[config.mk]
export PLATFORM = sky130hd
export DESIGN_NAME = epoch_seconds_to_calendar
export DESIGN_NICKNAME = d
export VERILOG_FILES = /design/src/hw/rtl/eptc_pkg.sv /design/src/hw/rtl/epoch_seconds_to_calendar.sv /design/src/hw/rtl/eptc_split.sv /design/src/hw/rtl/eptc_clock.sv /design/src/hw/rtl/eptc_date.sv
export SDC_FILE = /design/constraint.sdc
export NUM_CORES = 2
export LEC_CHECK = 0
export BUFFER_PORTS_ARGS = -buffer_cell sky130_fd_sc_hd__buf_2
export CORE_UTILIZATION = 33
export CTS_CLUSTER_DIAMETER = 80
export DETAILED_ROUTE_END_ITERATION = 8
export GPL_TIMING_DRIVEN = 0
export PLACE_DENSITY_LB_ADDON = 0.15
export SYNTH_ARGS = -nofsm -noshare
export SYNTH_HDL_FRONTEND = slang
export SYNTH_SLANG_ARGS = --single-unit
[constraint.sdc]
create_clock -name clk -period 19.1 [get_ports clk]
set_clock_uncertainty 0.1 [all_clocks]
set_input_delay 1.91 -clock clk [delete_from_list [all_inputs] [get_ports clk]]
set_output_delay 1.91 -clock clk [all_outputs]
set_load 0.02 [all_outputs]
[src/hw/rtl/eptc_pkg.sv]
`timescale 1ns / 1ps
package eptc_pkg;

  // seconds per day split as 675 << 7
  localparam logic [9:0]  SECS_DAY_HI     = 10'd675;
  localparam logic [24:0] RECIP_675       = 25'd25451658;  // floor(2^34 / 675)
  localparam logic [5:0]  SIXTY           = 6'd60;
  localparam logic [16:0] RECIP_15        = 17'd69905;     // floor(2^20 / 15)
  localparam logic [2:0]  DAYS_PER_WEEK   = 3'd7;
  localparam logic [17:0] RECIP_7         = 18'd149796;    // floor(2^20 / 7)
  localparam logic [2:0]  EPOCH_WEEKDAY   = 3'd4;
  localparam logic [19:0] EPOCH_SHIFT     = 20'd719468;
  localparam logic [19:0] ERA5_START      = 20'd730485;
  localparam logic [19:0] ERA4_START      = 20'd584388;
  localparam logic [17:0] LAST_DOE        = 18'd146096;
  localparam logic [8:0]  DAYS_PER_YEAR   = 9'd365;
  localparam logic [15:0] RECIP_365_S24   = 16'd45964;     // floor(2^24 / 365)
  localparam logic [13:0] CENT_DAYS_Q     = 14'd9131;      // 36524 >> 2
  localparam logic [16:0] RECIP_9131      = 17'd117593;    // floor(2^30 / 9131)
  localparam logic [17:0] RECIP_365_S26   = 18'd183859;    // floor(2^26 / 365)
  localparam logic [10:0] YEAR_ERA4       = 11'd1600;
  localparam logic [10:0] YEAR_ERA5       = 11'd2000;
  localparam logic [3:0]  MP_JANUARY      = 4'd10;
  localparam logic [3:0]  MONTHS_PER_YEAR = 4'd12;

  typedef struct packed {
    logic [14:0] days;
    logic [16:0] sod;
  } split_t;

  typedef struct packed {
    logic [14:0] days;
    logic [4:0]  hour;
    logic [5:0]  minute;
    logic [5:0]  sec;
  } hms_t;

  typedef struct packed {
    logic [10:0] year_number;
    logic [3:0]  month_of_year;
    logic [2:0]  day_of_week;
    logic [4:0]  month_day;
    logic [4:0]  hour_of_day;
    logic [5:0]  minute_of_hour;
    logic [5:0]  second_of_minute;
  } result_t;

  // first day of each month in a year that starts on march 1
  function automatic logic [8:0] month_start(input logic [3:0] mp);
    logic [8:0] s;
    unique case (mp)
      4'd0:    s = 9'd0;
      4'd1:    s = 9'd31;
      4'd2:    s = 9'd61;
      4'd3:    s = 9'd92;
      4'd4:    s = 9'd122;
      4'd5:    s = 9'd153;
      4'd6:    s = 9'd184;
      4'd7:    s = 9'd214;
      4'd8:    s = 9'd245;
      4'd9:    s = 9'd275;
      4'd10:   s = 9'd306;
      4'd11:   s = 9'd337;
      default: s = 9'd0;
    endcase
    return s;
  endfunction

endpackage

[src/hw/rtl/epoch_seconds_to_calendar.sv]
`timescale 1ns / 1ps
// channel   dir  payload                                         handshake
// s_axis    in   tdata[30:0] epoch_seconds                       tvalid/tready
// m_axis    out  tdata[39:0] sec, min, hour, mday, wday, mon, yr  tvalid/tready
//
// one transfer in and one out per cycle, sustained while m_axis_tready stays high
// the pipeline first splits days from seconds of day, then works out the time
// of day, then the calendar date; most stages are a reciprocal multiply
// or the correction step that follows it, the rest compare and add
// rst clears only the stage valid bits
// a stall at m_axis holds the last stage; earlier stages keep filling bubbles
module epoch_seconds_to_calendar (
  input  logic        clk,
  input  logic        rst,
  input  logic        s_axis_tvalid,
  output logic        s_axis_tready,
  input  logic [31:0] s_axis_tdata,   // [30:0] epoch_seconds
  output logic        m_axis_tvalid,
  input  logic        m_axis_tready,
  // [5:0] second_of_minute, [11:6] minute_of_hour, [16:12] hour_of_day,
  // [21:17] day of month, [24:22] day_of_week, [28:25] month_of_year,
  // [39:29] year_number
  output logic [39:0] m_axis_tdata
);
  import eptc_pkg::*;

  split_t  split_data;
  logic    split_valid;
  logic    split_ready;
  hms_t    hms_data;
  logic    hms_valid;
  logic    hms_ready;
  result_t res;

  eptc_split u_split (
    .clk       (clk),
    .rst       (rst),
    .in_valid  (s_axis_tvalid),
    .in_ready  (s_axis_tready),
    .secs      (s_axis_tdata[30:0]),
    .out_valid (split_valid),
    .out_ready (split_ready),
    .out_data  (split_data)
  );

  eptc_clock u_clock (
    .clk       (clk),
    .rst       (rst),
    .in_valid  (split_valid),
    .in_ready  (split_ready),
    .in_data   (split_data),
    .out_valid (hms_valid),
    .out_ready (hms_ready),
    .out_data  (hms_data)
  );

  eptc_date u_date (
    .clk       (clk),
    .rst       (rst),
    .in_valid  (hms_valid),
    .in_ready  (hms_ready),
    .in_data   (hms_data),
    .out_valid (m_axis_tvalid),
    .out_ready (m_axis_tready),
    .out_data  (res)
  );

  assign m_axis_tdata = res;

endmodule

[src/hw/rtl/eptc_split.sv]
`timescale 1ns / 1ps
module eptc_split (
  input  logic                  clk,
  input  logic                  rst,
  input  logic                  in_valid,
  output logic                  in_ready,
  input  logic [30:0]           secs,
  output logic                  out_valid,
  input  logic                  out_ready,
  output eptc_pkg::split_t      out_data
);
  import eptc_pkg::*;

  localparam int NSTG = 3;

  logic [NSTG-1:0] vld;
  logic [NSTG-1:0] en;

  always_comb begin
    en[NSTG-1] = !vld[NSTG-1] || out_ready;
    for (int i = NSTG - 2; i >= 0; i--) begin
      en[i] = !vld[i] || en[i+1];
    end
  end

  assign in_ready  = en[0];
  assign out_valid = vld[NSTG-1];

  always_ff @(posedge clk) begin
    if (rst) begin
      vld <= '0;
    end else begin
      if (en[0]) vld[0] <= in_valid;
      for (int i = 1; i < NSTG; i++) begin
        if (en[i]) vld[i] <= vld[i-1];
      end
    end
  end

  logic [23:0] s1_x;
  logic [6:0]  s1_lo;
  logic [48:0] s1_prod;
  logic [14:0] s2_q;
  logic [10:0] s2_r;
  logic [6:0]  s2_lo;
  logic [14:0] s3_days;
  logic [16:0] s3_sod;

  logic [14:0] q0;
  logic [24:0] rem_full;
  logic        over;
  logic [10:0] rem_sub;
  logic [10:0] rem_adj;

  // secs >> 7 divided by 675 gives whole days
  assign q0       = s1_prod[48:34];
  assign rem_full = 25'(s1_x) - 25'(q0) * 25'(SECS_DAY_HI);
  assign over     = s2_r >= 11'(SECS_DAY_HI);
  assign rem_sub  = s2_r - 11'(SECS_DAY_HI);
  assign rem_adj  = over ? rem_sub : s2_r;

  always_ff @(posedge clk) begin
    if (en[0]) begin
      s1_x    <= secs[30:7];
      s1_lo   <= secs[6:0];
      s1_prod <= 49'(secs[30:7]) * 49'(RECIP_675);
    end
    if (en[1]) begin
      s2_q  <= q0;
      s2_r  <= rem_full[10:0];
      s2_lo <= s1_lo;
    end
    if (en[2]) begin
      s3_days <= s2_q + 15'(over);
      s3_sod  <= {rem_adj[9:0], s2_lo};
    end
  end

  assign out_data.days = s3_days;
  assign out_data.sod  = s3_sod;

endmodule

[src/hw/rtl/eptc_clock.sv]
`timescale 1ns / 1ps
module eptc_clock (
  input  logic                  clk,
  input  logic                  rst,
  input  logic                  in_valid,
  output logic                  in_ready,
  input  eptc_pkg::split_t      in_data,
  output logic                  out_valid,
  input  logic                  out_ready,
  output eptc_pkg::hms_t        out_data
);
  import eptc_pkg::*;

  localparam int NSTG = 6;

  logic [NSTG-1:0] vld;
  logic [NSTG-1:0] en;

  always_comb begin
    en[NSTG-1] = !vld[NSTG-1] || out_ready;
    for (int i = NSTG - 2; i >= 0; i--) begin
      en[i] = !vld[i] || en[i+1];
    end
  end

  assign in_ready  = en[0];
  assign out_valid = vld[NSTG-1];

  always_ff @(posedge clk) begin
    if (rst) begin
      vld <= '0;
    end else begin
      if (en[0]) vld[0] <= in_valid;
      for (int i = 1; i < NSTG; i++) begin
        if (en[i]) vld[i] <= vld[i-1];
      end
    end
  end

  logic [14:0] days_q [0:NSTG-1];
  logic [31:0] c1_prod;
  logic [16:0] c1_sod;
  logic [10:0] c2_mt;
  logic [6:0]  c2_rr;
  logic [10:0] c3_mt;
  logic [5:0]  c3_sec;
  logic [25:0] c4_prod;
  logic [10:0] c4_mt;
  logic [5:0]  c4_sec;
  logic [4:0]  c5_h;
  logic [6:0]  c5_rr;
  logic [5:0]  c5_sec;
  logic [4:0]  c6_hour;
  logic [5:0]  c6_min;
  logic [5:0]  c6_sec;

  logic [10:0] mt0;
  logic [16:0] diff1;
  logic        over1;
  logic [6:0]  rr1_sub;
  logic [4:0]  h0;
  logic [10:0] diff2;
  logic        over2;
  logic [6:0]  rr2_sub;

  // minutes of day: (sod >> 2) / 15
  assign mt0     = c1_prod[30:20];
  assign diff1   = c1_sod - 17'(mt0) * 17'(SIXTY);
  assign over1   = c2_rr >= 7'(SIXTY);
  assign rr1_sub = c2_rr - 7'(SIXTY);
  // hours: (minutes >> 2) / 15
  assign h0      = c4_prod[24:20];
  assign diff2   = c4_mt - 11'(h0) * 11'(SIXTY);
  assign over2   = c5_rr >= 7'(SIXTY);
  assign rr2_sub = c5_rr - 7'(SIXTY);

  always_ff @(posedge clk) begin
    if (en[0]) begin
      days_q[0] <= in_data.days;
      c1_sod    <= in_data.sod;
      c1_prod   <= 32'(in_data.sod[16:2]) * 32'(RECIP_15);
    end
    for (int i = 1; i < NSTG; i++) begin
      if (en[i]) days_q[i] <= days_q[i-1];
    end
    if (en[1]) begin
      c2_mt <= mt0;
      c2_rr <= diff1[6:0];
    end
    if (en[2]) begin
      c3_mt  <= c2_mt + 11'(over1);
      c3_sec <= over1 ? rr1_sub[5:0] : c2_rr[5:0];
    end
    if (en[3]) begin
      c4_prod <= 26'(c3_mt[10:2]) * 26'(RECIP_15);
      c4_mt   <= c3_mt;
      c4_sec  <= c3_sec;
    end
    if (en[4]) begin
      c5_h   <= h0;
      c5_rr  <= diff2[6:0];
      c5_sec <= c4_sec;
    end
    if (en[5]) begin
      c6_hour <= c5_h + 5'(over2);
      c6_min  <= over2 ? rr2_sub[5:0] : c5_rr[5:0];
      c6_sec  <= c5_sec;
    end
  end

  assign out_data.days   = days_q[NSTG-1];
  assign out_data.hour   = c6_hour;
  assign out_data.minute = c6_min;
  assign out_data.sec    = c6_sec;

  a_hour_range: assert property (@(posedge clk) disable iff (rst)
    vld[NSTG-1] |-> c6_hour < 5'd24)
    else $error("hour out of range");

  a_min_sec_range: assert property (@(posedge clk) disable iff (rst)
    vld[NSTG-1] |-> (c6_min < SIXTY) && (c6_sec < SIXTY))
    else $error("minute or second out of range");

endmodule

[src/hw/rtl/eptc_date.sv]
`timescale 1ns / 1ps
module eptc_date (
  input  logic                  clk,
  input  logic                  rst,
  input  logic                  in_valid,
  output logic                  in_ready,
  input  eptc_pkg::hms_t        in_data,
  output logic                  out_valid,
  input  logic                  out_ready,
  output eptc_pkg::result_t     out_data
);
  import eptc_pkg::*;

  localparam int NSTG = 10;

  logic [NSTG-1:0] vld;
  logic [NSTG-1:0] en;

  always_comb begin
    en[NSTG-1] = !vld[NSTG-1] || out_ready;
    for (int i = NSTG - 2; i >= 0; i--) begin
      en[i] = !vld[i] || en[i+1];
    end
  end

  assign in_ready  = en[0];
  assign out_valid = vld[NSTG-1];

  always_ff @(posedge clk) begin
    if (rst) begin
      vld <= '0;
    end else begin
      if (en[0]) vld[0] <= in_valid;
      for (int i = 1; i < NSTG; i++) begin
        if (en[i]) vld[i] <= vld[i-1];
      end
    end
  end

  // values carried down the pipe
  hms_t        hms_q  [0:8];
  logic        era5_q [0:8];
  logic [2:0]  dow_q  [1:8];
  logic [17:0] doe_q  [0:6];
  logic [8:0]  yoe_q  [6:8];

  logic [14:0] d1_w;
  logic [32:0] d1_wprod;
  logic [31:0] d2_p1;
  logic [32:0] d2_p2;
  logic        d2_n3;
  logic [6:0]  d3_n1;
  logic [2:0]  d3_n2;
  logic        d3_n3;
  logic [17:0] d4_t;
  logic [35:0] d5_pt;
  logic [17:0] d5_t;
  logic [8:0]  d6_yoe0;
  logic [9:0]  d6_rt;
  logic [8:0]  d8_doy;
  logic [8:0]  d9_doy;
  logic [3:0]  d9_mp;
  result_t     res_q;

  // stage 1: shift to a march-based day count, pick the 400-year era and form the weekday sum
  logic [19:0] z;
  logic        era5;
  logic [19:0] doe_full;
  logic [14:0] wsum;
  assign z        = 20'(in_data.days) + EPOCH_SHIFT;
  assign era5     = z >= ERA5_START;
  assign doe_full = z - (era5 ? ERA5_START : ERA4_START);
  assign wsum     = in_data.days + 15'(EPOCH_WEEKDAY);

  // stage 2: weekday and reciprocal products for doe / 1460, doe / 36524
  logic [15:0] c2;
  logic [11:0] q7;
  logic [14:0] r7_full;
  logic [3:0]  r7;
  logic [3:0]  r7_sub;
  logic [2:0]  dow;
  assign c2      = doe_q[0][17:2];
  assign q7      = d1_wprod[31:20];
  assign r7_full = d1_w - 15'(q7) * 15'(DAYS_PER_WEEK);
  assign r7      = r7_full[3:0];
  assign r7_sub  = r7 - 4'(DAYS_PER_WEEK);
  assign dow     = (r7 >= 4'(DAYS_PER_WEEK)) ? r7_sub[2:0] : r7[2:0];

  // stage 3: correct the two quotients
  logic [15:0] c3;
  logic [6:0]  n1_0;
  logic [15:0] r1_full;
  logic [2:0]  n2_0;
  logic [15:0] r2_full;
  assign c3      = doe_q[1][17:2];
  assign n1_0    = d2_p1[30:24];
  assign r1_full = c3 - 16'(n1_0) * 16'(DAYS_PER_YEAR);
  assign n2_0    = d2_p2[32:30];
  assign r2_full = c3 - 16'(n2_0) * 16'(CENT_DAYS_Q);

  // stage 6: year of era, rough quotient and remainder
  logic [8:0]  yoe0;
  logic [17:0] rt_full;
  assign yoe0    = d5_pt[34:26];
  assign rt_full = d5_t - 18'(yoe0) * 18'(DAYS_PER_YEAR);

  // stage 8: day of the march-based year
  logic [1:0]  cent;
  logic [17:0] doy_full;
  assign cent = 2'(yoe_q[6] >= 9'd100) + 2'(yoe_q[6] >= 9'd200) + 2'(yoe_q[6] >= 9'd300);
  assign doy_full = doe_q[6] - 18'(yoe_q[6]) * 18'(DAYS_PER_YEAR)
                  - 18'(yoe_q[6][8:2]) + 18'(cent);

  // stage 9: month index by comparing against month starts
  logic [3:0] mp;
  always_comb begin
    mp = 4'd0;
    for (int i = 1; i < 12; i++) begin
      if (d8_doy >= month_start(4'(i))) mp = mp + 4'd1;
    end
  end

  // stage 10: final fields
  logic [8:0]  dom_full;
  logic        jan_feb;
  logic [3:0]  mon;
  logic [10:0] year;
  assign dom_full = d9_doy - month_start(d9_mp) + 9'd1;
  assign jan_feb  = d9_mp >= MP_JANUARY;
  assign mon      = jan_feb ? (d9_mp - 4'd9) : (d9_mp + 4'd3);
  assign year     = 11'(yoe_q[8]) + (era5_q[8] ? YEAR_ERA5 : YEAR_ERA4) + 11'(jan_feb);

  always_ff @(posedge clk) begin
    if (en[0]) begin
      hms_q[0]  <= in_data;
      era5_q[0] <= era5;
      doe_q[0]  <= doe_full[17:0];
      d1_w      <= wsum;
      d1_wprod  <= 33'(wsum) * 33'(RECIP_7);
    end
    for (int i = 1; i < 9; i++) begin
      if (en[i]) begin
        hms_q[i]  <= hms_q[i-1];
        era5_q[i] <= era5_q[i-1];
      end
    end
    for (int i = 1; i < 7; i++) begin
      if (en[i]) doe_q[i] <= doe_q[i-1];
    end
    for (int i = 2; i < 9; i++) begin
      if (en[i]) dow_q[i] <= dow_q[i-1];
    end
    for (int i = 7; i < 9; i++) begin
      if (en[i]) yoe_q[i] <= yoe_q[i-1];
    end
    if (en[1]) begin
      dow_q[1] <= dow;
      d2_p1    <= 32'(c2) * 32'(RECIP_365_S24);
      d2_p2    <= 33'(c2) * 33'(RECIP_9131);
      d2_n3    <= doe_q[0] == LAST_DOE;
    end
    if (en[2]) begin
      d3_n1 <= n1_0 + 7'(r1_full[9:0] >= 10'(DAYS_PER_YEAR));
      d3_n2 <= n2_0 + 3'(r2_full[14:0] >= 15'(CENT_DAYS_Q));
      d3_n3 <= d2_n3;
    end
    if (en[3]) begin
      d4_t <= doe_q[2] - 18'(d3_n1) + 18'(d3_n2) - 18'(d3_n3);
    end
    if (en[4]) begin
      d5_pt <= 36'(d4_t) * 36'(RECIP_365_S26);
      d5_t  <= d4_t;
    end
    if (en[5]) begin
      d6_yoe0 <= yoe0;
      d6_rt   <= rt_full[9:0];
    end
    if (en[6]) begin
      yoe_q[6] <= d6_yoe0 + 9'(d6_rt >= 10'(DAYS_PER_YEAR));
    end
    if (en[7]) begin
      d8_doy <= doy_full[8:0];
    end
    if (en[8]) begin
      d9_doy <= d8_doy;
      d9_mp  <= mp;
    end
    if (en[9]) begin
      res_q.year_number      <= year;
      res_q.month_of_year    <= mon;
      res_q.day_of_week      <= dow_q[8];
      res_q.month_day        <= dom_full[4:0];
      res_q.hour_of_day      <= hms_q[8].hour;
      res_q.minute_of_hour   <= hms_q[8].minute;
      res_q.second_of_minute <= hms_q[8].sec;
    end
  end

  assign out_data = res_q;

  a_month_range: assert property (@(posedge clk) disable iff (rst)
    vld[NSTG-1] |-> (res_q.month_of_year != 4'd0) && (res_q.month_of_year <= MONTHS_PER_YEAR))
    else $error("month out of range");

  a_dom_range: assert property (@(posedge clk) disable iff (rst)
    vld[NSTG-1] |-> (res_q.month_day != 5'd0) && (res_q.day_of_week < DAYS_PER_WEEK))
    else $error("day of month or weekday out of range");

  a_year_range: assert property (@(posedge clk) disable iff (rst)
    vld[NSTG-1] |-> (res_q.year_number >= 11'd1970) && (res_q.year_number <= 11'd2038))
    else $error("year out of range");

endmodule

After elaboration in Yosys (flattened, before gate mapping). Memory sizes are Yosys's and may differ from the RTL's. A register that Yosys moved wholly into a read port is not among the register bits. Index checks and enable logic that the tools add are counted.

Add/sub/neg operators: 44. Multipliers: 15. Magnitude comparators: 23. Eq/ne operators: 1. Muxes and demuxes: 49. Reductions and logical operators: 38.

Operator list (count): 24-bit by 24-bit multiplier with 48-bit output (second input constant) (1); 4-bit two-way mux (12); 9-bit by 8-bit >= comparator with 1-bit output (second input constant) (5); 4-bit by 1-bit adder with 4-bit output (second input constant) (9); 9-bit >= comparator (second input constant) (4); 18-bit by 18-bit multiplier with 35-bit output (second input constant) (1); 16-bit by 17-bit multiplier with 33-bit output (second input constant) (1); 15-bit by 17-bit multiplier with 31-bit output (second input constant) (1); 1-bit two-way mux (31); 15-bit by 16-bit multiplier with 30-bit output (second input constant) (1); 16-bit by 14-bit multiplier with 29-bit output (second input constant) (1); 9-bit by 7-bit >= comparator with 1-bit output (second input constant) (3); 9-bit by 17-bit multiplier with 25-bit output (second input constant) (1); 11-bit by 1-bit adder with 11-bit output (2); 15-bit by 20-bit adder with 20-bit output (second input constant) (1); 10-bit by 9-bit >= comparator with 1-bit output (second input constant) (2); 20-bit >= comparator (second input constant) (1); 10-bit subtractor (2); 1-bit logical NOT (19); 1-bit logical OR (19); 18-bit by 3-bit adder with 18-bit output (1); 18-bit equality test (second input constant) (1); 18-bit two-way mux (1); 18-bit by 1-bit subtractor with 18-bit output (1); other kinds (45) (49).

Bits in registers: 524. Memory bits (writable): 564. ROM bits: 144. Input bits: 36. Output and inout port bits: 42. Memories kept: 7.

Memory list: u_date.hms_q (depth 9, bits a word 32, read ports 9, clocked after memory_dff 1, write ports 9, line eptc_date.sv:41) `hms_t hms_q [0:8];`; (name not given) (depth 16, bits a word 9, read ports 1, clocked after memory_dff 1, write ports 0, line eptc_pkg.sv:51) `unique case (mp)`; u_date.doe_q (depth 7, bits a word 18, read ports 7, clocked after memory_dff 0, write ports 7, line eptc_date.sv:44) `logic [17:0] doe_q [0:6];`; u_clock.days_q (depth 6, bits a word 15, read ports 6, clocked after memory_dff 0, write ports 6, line eptc_clock.sv:40) `logic [14:0] days_q [0:NSTG-1];`; u_date.yoe_q (depth 3, bits a word 9, read ports 3, clocked after memory_dff 0, write ports 3, line eptc_date.sv:45) `logic [8:0] yoe_q [6:8];`; u_date.dow_q (depth 8, bits a word 3, read ports 8, clocked after memory_dff 1, write ports 8, line eptc_date.sv:43) `logic [2:0] dow_q [1:8];`; +1 memories.

Depth between registers and ports, before layout.
Depth in word-level cells: 23. Gate-level depth with buffers: 36. Depth with buffers taken out: 34.

By module. Synthesis repeated with hierarchy kept, for this count alone.

Cells, all modules: 4863. Area, all modules: 60800.8 µm².

Modules (own cells, without submodules): eptc_date (instances 1, cells each 3098, area an instance 38010.2 µm²); eptc_split (instances 1, cells each 1162, area an instance 13285.2 µm²); eptc_clock (instances 1, cells each 603, area an instance 9505.4 µm²).

Least setup slack after synthesis. Ideal clock, no wire load.

Path kind: input-to-output. Start point: in m_axis_tready. End point: out s_axis_tready. Arrival: 7.713 ns. Data required time: 17.090 ns. Slack: 9.377 ns. Cell stages on the path: 11. Path buffers: 1. Path through: nor2b_1 -> and2_1 -> buf_2 -> clkinv_1 -> nor2_1 -> and2_1 -> inv_1 -> nor3_1 -> nand3_1 -> nor2_1 -> nand4_1.

Cells in the longest elaborated chain, start to end: 19.

Ends and longest elaborated chain: start: declaration (line epoch_seconds_to_calendar.sv:19) `input logic m_axis_tready,`; 1-bit logical OR (line eptc_date.sv:20) `en[NSTG-1] = !vld[NSTG-1] || out_ready;`; 1-bit logical OR (5 in a row) (line eptc_date.sv:22) `en[i] = !vld[i] || en[i+1];`; named net u_date.en[4] (line eptc_date.sv:17) `logic [NSTG-1:0] en;`; 1-bit logical OR (4 in a row) (line eptc_date.sv:22); 1-bit logical OR (line eptc_clock.sv:20) `en[NSTG-1] = !vld[NSTG-1] || out_ready;`; 1-bit logical OR (4 in a row) (line eptc_clock.sv:22) `en[i] = !vld[i] || en[i+1];`; named net u_clock.en[1] (line eptc_clock.sv:17) `logic [NSTG-1:0] en;`; 1-bit logical OR (line eptc_clock.sv:22); 1-bit logical OR (line eptc_split.sv:20) `en[NSTG-1] = !vld[NSTG-1] || out_ready;`; 1-bit logical OR (2 in a row) (line eptc_split.sv:22) `en[i] = !vld[i] || en[i+1];`; end: declaration (line epoch_seconds_to_calendar.sv:16) `output logic s_axis_tready,`.

The timed path passes the listed nets, and every way through them passes these cells.

Final worst setup path. Same ends and word-level chain as after synthesis.

==> flow_summary.toml <==
[final_layout]
mostFrequentLayoutCell = "inv_1"
synthToLayoutAreaGrowth_pct = 10.5
layout_common_cells = "1118 x inv_1, 1102 x ha_1, 741 x edfxtp_1"
drive_above_1_share = 0.0547
fillers = 17800
final_nets = 6730

[critical_path]
cp_max_fo = 45
crit_required_ns = 17.09
path_delay_family = "simple AND/OR/NAND/NOR gates"
crit_buf_inv = 6
r2r_cells = 35
end_kind = "output pin"
path_common_cell = "buf_2"
crit_path_top_delay_cell = "nor3_1"
r2r-start = "u_date.d8_doy[4]"
crit_path_start_kind = "input port"
rrSetupSlack_ns = 11.52
crit_chain = "buf_2, nor2b_1, and2_1, buf_2, clkinv_2, nor2_1, and2_1, inv_2, nor3_1, nand3_2, nor2_1, nand4_1, buf_8, buf_2"
crit_type = "in -> out"
cpPeakStageDelay_ns = 0.91
arrival_ns = 7.95

[synth]
synth_warnings = 0
ys.flop_type = "edfxtp_1"
synth_cell_types = 83
syn_area_um2 = 60600
syn_inst = 4861
async_flop_share = 0
avgSynthCellArea_um2 = 12.5
syn_nets = 6558
synth_edf_count = 741
yosysSeqAreaShare = 0.375
synth-seq-cells = 765

[cts]
cts_sinks = 765
cts-root-buf = "clkbuf_16"
cts_tree = "yes"
cts.path.max_buffers = 3
cts_hold_buf = 0
tritoncts.num_buffers = 83
clk_pin_slew_worst_paths_ns = 0.05
insertion_delay_ns = 0.67
cts_max_level = 3
post_cts_buffers = 0
post_cts_resize_count = 0

[placed_design]
dp_hpwl_mm = 92.4
pre_cts_ws_ns = 8.97
portBuffers = 75
place_congestion = 0.787

[global_routing]
grt_pass1_vias = 35300
antenna_found_initial = 1
grt_usage = 0.127
grt_max_degree = 46
grt_pass1_wl_mm = 188
grt_overflow = 0

[run]
cap_violations = 0

[detailed_routing]
drtPass1Iterations = 5
drtAntennaViolNets = 0
vias = 32900
drcViolationCount = 0
vias_per_cell = 4.40
wl_per_cell_um = 15.1
drt-initial-drc-count = 1104
routed_wl_mm = 113

[die]
fp.dieH_um = 430
start_util = 0.334
rows = 156
ios = 78
core_area_um2 = 182000
die_x_um = 430
dieArea_um2 = 185000

[worst_hold_path]
hold_start = "u_clock.c5_sec[5]"
hold_path_end = "u_clock.c6_sec[5]"
hp-class = "reg -> reg"
hold_depth = 0

[timing]
finalSetupViolations = 0
worst-slew-pin-transition_ns = 1.25
slew_violations = 0
finalHoldViolCount = 0
fmax_mhz = 100
post-route-min-period_ns = 9.96
fin_crit_sh = 0.522
layout_setup_ws_ns = 9.14
max_slew_margin = 0.168
rsz0062_at_grt = "no"
tns_ns = 0

[outcome]
status = "complete, no violations"
==> layout make-up <==
| type | count | area, µm² | share of cell area |
|---|---|---|---|
| inverter | 1125 | 4220 | 0.0631 |
| clock inverter | 50 | 601 | 0.00897 |
| multi-input combinational | 2949 | 33500 | 0.501 |
| timing repair buffer | 87 | 621 | 0.00927 |
| tap | 2370 | 2970 | 0.0443 |
| buffer | 22 | 101 | 0.00151 |
| clock buffer | 103 | 2150 | 0.0322 |
| sequential | 765 | 22700 | 0.340 |
| antenna | 1 | 2.50 | 0.0000374 |
==> flip-flops by register name, summed over array words and instances (netlist names), 17 cells and up, named ones only <==
name / count
u_clock.days_q: 90
u_date.d4_t: 18
u_date.doe_q: 87
u_date.dow_q: 24
u_date.hms_q: 153
u_date.out_data: 40
u_date.yoe_q: 27
u_split.s3_sod: 17
==> Yosys cell counts (24+ instances only) <==
| master | count | area share |
|---|---|---|
| edfxtp_1 | 741 | 0.37 |
| a21o_1 | 64 | 0.0079 |
| dfxtp_1 | 24 | 0.0079 |
| fa_1 | 559 | 0.18 |
| xor2_1 | 94 | 0.014 |
| nor2_1 | 112 | 0.0069 |
| nand4_1 | 33 | 0.0034 |
| and3_1 | 26 | 0.0027 |
| o21ai_0 | 83 | 0.0069 |
| xnor2_1 | 216 | 0.031 |
| nand2_1 | 134 | 0.0083 |
| ha_1 | 1102 | 0.23 |
| nand2b_1 | 32 | 0.0033 |
| nand3_1 | 53 | 0.0044 |
| a21oi_1 | 130 | 0.011 |
| nor2b_1 | 25 | 0.0026 |
| inv_1 | 1124 | 0.070 |
==> metal layers <==
layer  share of wire  track usage  wire, µm
met4           0.015       0.0243      1710
met1            0.48        0.170     54000
met2            0.49        0.222     55000
met3           0.020       0.0157      2250
met5               0            0         0
==> worst max path at each step <==
stage	from	depth (start not counted)	slack, ns	to
after CTS	m_axis_tready	14	8.96	s_axis_tready
final	m_axis_tready	14	9.14	s_axis_tready
after floorplan	m_axis_tready	11	9.38	s_axis_tready
after global routing	m_axis_tready	14	8.38	s_axis_tready
after global placement	m_axis_tready	13	5.21	s_axis_tready
after detailed placement	m_axis_tready	14	8.97	s_axis_tready
==> stage by stage <==
stage / utilization / cell area (µm²) / hold WS, ns / std cells
after floorplan: - / 60600 / 0.300 / 4861
after global placement: 0.352 / 63900 / 0.300 / 7306
after detailed placement: 0.354 / 64200 / 0.305 / 7318
after CTS: 0.369 / 66900 / 0.286 / 7471
after global routing: 0.369 / 66900 / 0.285 / 7471
final: 0.369 / 66900 / 0.292 / 7472
==> logic make-up (layout without fill, tap and decap cells) <==
kind of cell,Yosys count,after routing,share of synthesized area
multiplexers,18,18,0.00324
AO/OA/AOI/OAI,452,452,0.0488
AND/OR/NAND/NOR,499,499,0.0407
flip-flops,765,765,0.375
adder cells (fa/ha/maj),1661,1661,0.413
buffers and inverters,1147,1387,0.0714
XOR/XNOR,319,319,0.0479
other,0,1,0
Power is not shown: default switching activity piles up to over one toggle a cycle in this logic, so the estimate is an artifact.
